[src/hdl/mclp_pkg.sv]
package mclp_pkg;

    localparam int MAX_ITEMS   = 1024;
    localparam int WEIGHT_BITS = 16;
    localparam int ADDR_W      = $clog2(MAX_ITEMS);
    localparam int CNT_W       = $clog2(MAX_ITEMS + 1);
    localparam int GRP_W       = CNT_W + 1;
    localparam int TOTAL_W     = 26;
    localparam int TRIPS_W     = 11;
    localparam int QUEUE_DEPTH = 4;
    localparam int QPTR_W      = $clog2(QUEUE_DEPTH);

    localparam logic [TOTAL_W-1:0] TOTAL_MAX = {TOTAL_W{1'b1}};
    localparam logic [CNT_W-1:0]   ITEMS_FULL = CNT_W'(MAX_ITEMS);

    // Register indexes of the configuration port.
    localparam logic REG_MAX_TRIPS = 1'b0;

    typedef struct packed {
        logic [WEIGHT_BITS-1:0] weight;
        logic                   last_weight;
    } t_in;

    typedef struct packed {
        logic [TOTAL_W-1:0] min_capacity;
        logic               overflowed;
    } t_out;

    // One classified beat passed from the front to the back.
    typedef struct packed {
        logic [WEIGHT_BITS-1:0] weight;
        logic                   last;
        logic                   keep;
    } t_cmd;

    typedef enum logic [1:0] {
        ST_LOAD,
        ST_PROBE,
        ST_SCAN,
        ST_JUDGE
    } t_state;

endpackage

[src/hdl/mclp_front.sv]
module mclp_front (
    input  logic             i_clk,
    input  logic             i_rst_n,
    input  logic             i_accept,
    input  mclp_pkg::t_in    i_item,
    output mclp_pkg::t_cmd   o_cmd
);
    import mclp_pkg::*;

    logic [CNT_W-1:0] r_count;
    logic [CNT_W-1:0] n_count;
    logic             keep;

    // A weight is kept only while the store still has room for it.
    assign keep = (r_count < ITEMS_FULL);

    always_comb begin
        n_count = r_count;
        if (i_accept) begin
            if (i_item.last_weight) begin
                n_count = '0;
            end else if (keep) begin
                n_count = r_count + CNT_W'(1);
            end
        end
    end

    always_ff @(posedge i_clk) begin
        if (!i_rst_n) begin
            r_count <= '0;
        end else begin
            r_count <= n_count;
        end
    end

    assign o_cmd.weight = i_item.weight;
    assign o_cmd.last   = i_item.last_weight;
    assign o_cmd.keep   = keep;

endmodule

[config.mk]
export PLATFORM = sky130hd
export DESIGN_NAME = mclp_front
export DESIGN_NICKNAME = d
export VERILOG_FILES = /design/src/hdl/mclp_pkg.sv /design/src/hdl/mclp_front.sv
export SDC_FILE = /design/constraint.sdc
export NUM_CORES = 1
export LEC_CHECK = 0
export ABC_AREA = 1
export BUFFER_PORTS_ARGS = -buffer_cell sky130_fd_sc_hd__buf_2
export CAP_MARGIN = 20
export CORE_UTILIZATION = 44
export DETAILED_ROUTE_END_ITERATION = 7
export PLACE_DENSITY = 0.78
export REMOVE_ABC_BUFFERS = 1
export SLEW_MARGIN = 25
export SYNTH_ARGS = -nofsm -noshare
export SYNTH_HDL_FRONTEND = slang
export SYNTH_SLANG_ARGS = --single-unit
[constraint.sdc]
create_clock -name i_clk -period 1.36 [get_ports i_clk]
set_input_delay 0.204 -clock i_clk [delete_from_list [all_inputs] [get_ports i_clk]]
set_output_delay 0.204 -clock i_clk [all_outputs]
set_load 0.05 [all_outputs]
==> results.md <==
* Status: completed
* I/O Pins at 38
* Global route total overflow at 0
* GRT Total Usage at 17.8%
* Comb power frac at 8.7%
* Cell count after synthesis at 110
* Reg power frac at 54.1%
* Final min period at 1.23 ns
* Crit path DAT at about 1.4 ns
* Seq/Total Area, Yosys at about 30%
* Fmax at 0.813 GHz
* Hold Fails Final Rpt at 0
* Worst clock skew at ~0.0037 ns
* Synth Register Bits at 11
* Unrepaired setup endpoints after global routing: no
* Initial DRC count at 19
* Total power at 0.607 mW
* Vias in the first global route at about 530
* Root buffer cell: clkbuf_4
* Setup CP Type: reg2reg
* Commonest cells after routing, fill and taps aside: nand2_1 (22), nor2_1 (17), inv_1 (15)
* Most used cell, CP: nand2_1
* Routed vias/inst at 5.06
* First-pass GRT wire length at 2370 um
* Filler cells at around 160
* Die span in y at 43.3 um
* Clock Power Share at between 30% and 40%
* Min-Delay Path Class: in2reg
* Final core utilization at 44.6%
* CTS H-tree depth at 1
* Final #Nets at 123
* Number of flip-flops in the largest register at 11
* DRT Wirelength at 1420 um
* Required @ worst endpoint at 1.53 ns
* VDD IR max at between 0.3 and 0.4 mV
* DR pass1 iterations at 4
* Final setup fails at 0
* Non-Filler Instances at 117
* Commonest non-fill, non-tap cell in the layout: nand2_1
* Net Sw Power at 0.150 mW
* Placed Area at 657 sq um
* Post-synthesis cell type count at 19
* Longest Clk Path Bufs at 2
* Area Growth Syn to Fin at -8.33%
* CP Cell Sequence: ha_2 -> nand2_1 -> nor2_4 -> inv_1 -> nor2_2 -> nand2_1 -> nand2_1 -> nor2_1
* Largest Register: r_count
* Worst-Margin Slew at 0.435 ns
* Antenna-violating nets left at 0
* Count of yosys warnings during synthesis at 0
* Final worst-path setup slack at 0.130 ns
* Num CTS Buffers at 3
* IO buf count at 5
* Cell Area, Synth at about 750 sq um
* Clock-pin slew on the worst setup and hold paths at 0.07 ns
* N_diodes at 0
* Largest net degree at the start of global routing at 11
* WP buf/inv at 1
* Crit-path slowest cell: dfxtp_2
* Inst Count DP at 113
* CP startpoint kind: flop
* Routed len/inst at 12.1 um
* Mapped Avg Cell Area at roughly 7 sq um
* Slew Limit Headroom at between 70% and 80%
* Dpl hpwl at 1120 um
* Sw Share at 24.8%
* Slew Limit Fails at 0
* Worst hold slack at around 0.19 ns
* Die Area at 1880 sq um
* Fraction of the cycle the final worst path needs at between 90% and 100%
* Via count at 592
* Delay-heaviest family, CP: simple AND/OR/NAND/NOR gates
* Clk_lat worst skew at approximately 0.27 ns
* Layout cells sized above 1 at 20.8%
* TritonCTS Sinks at 11
* Max-cap check violation count at 0
* Setup TNS Final at 0 ns
* GP Congestion at approximately 0.75
* Initial antenna violation count at 0
* Core Region at 1540 sq um
* Dpl ws at 0.105 ns
* Core Rows at 14
* Initial Util at 48.7%
* DRC at 0
* Largest regs: r_count x11
* Die Wd at roughly 43 um
* Worst stage delay on the critical path at 0.35 ns
* Worst Setup End Kind: flop
* CTS tree: built
* Lkg Pwr at 0.310 nW
* Final Cell Area at between 600 and 700 sq um
* Worst Path Max Fanout at 4
* Power Internal at 0.456 mW
* PD cells at approximately 900 nW/um^2
routing by layer:
layer | GRT usage [%] | routed length, um | share of wire, %
met2 | 20.0 | 544 | 38
met1 | 24.6 | 706 | 50
met4 | 9.09 | 17 | 1.2
met3 | 11.1 | 147 | 10
met5 | 8.57 | 0 | 0
worst min-delay path, cell delays in order:
cell,delay (ns)
buf_2,0.09
inv_1,0.07
a21oi_1,0.05
power groups by stage:
stage                     Sequential (mW)  Clock (mW)  Combinational [mW]
after floorplan                     0.335           0              0.0291
after global placement              0.335           0              0.0510
after detailed placement            0.335           0              0.0523
after CTS                           0.328       0.232              0.0524
after global routing                0.329       0.250              0.0592
final                               0.329       0.226              0.0526
synthesized netlist by cell type, drive strengths merged:
cell type,count,area [sq um]
nand2,26,108
buf,19,146
nor2,19,81.3
inv,15,56.3
dfxtp,11,220
a21oi,6,33.8
nand3,5,25.0
nand4,3,18.8
nand3b,2,27.5
a21boi,1,7.51
a21o,1,8.76
ha,1,12.5
o21ai,1,5.00
final cells by class:
class / instances / area, sq um / area share (%)
Multi-Input combinational cell: 65 / 330 / 48.0
Sequential cell: 11 / 223 / 32.4
Inverter: 15 / 56.3 / 8.18
Timing Repair Buffer: 6 / 32.5 / 4.73
Clock buffer: 4 / 26.3 / 3.82
Tap cell: 16 / 20.0 / 2.91
repair_timing:
item	CTS	global route
endpoints found under the setup margin	0	2
resized for setup	0	3
hold endpoints to repair	0	0
buffers inserted	0	0
hold buffers	0	0
kinds of logic (layout without fill, tap and decap cells):
kind of cell    after synthesis  in the layout  share of synthesized area, %
compound gates                9              9                          7.33
simple gates                 55             55                          34.7
fa+ha+maj                     1              1                          1.67
flops                        11             11                          29.3
buf+inv                      34             25                          27.0
worst paths after layout:
path         slack [ns]  cells past startpoint         end        from
max                0.13                      8  r_count[6]  r_count[0]
min reg2reg        0.48                      2  r_count[0]  r_count[0]
max reg2reg        0.13                      8  r_count[6]  r_count[0]
min                0.19                      3  r_count[1]     i_rst_n
Power figures use the tool's default switching activity.
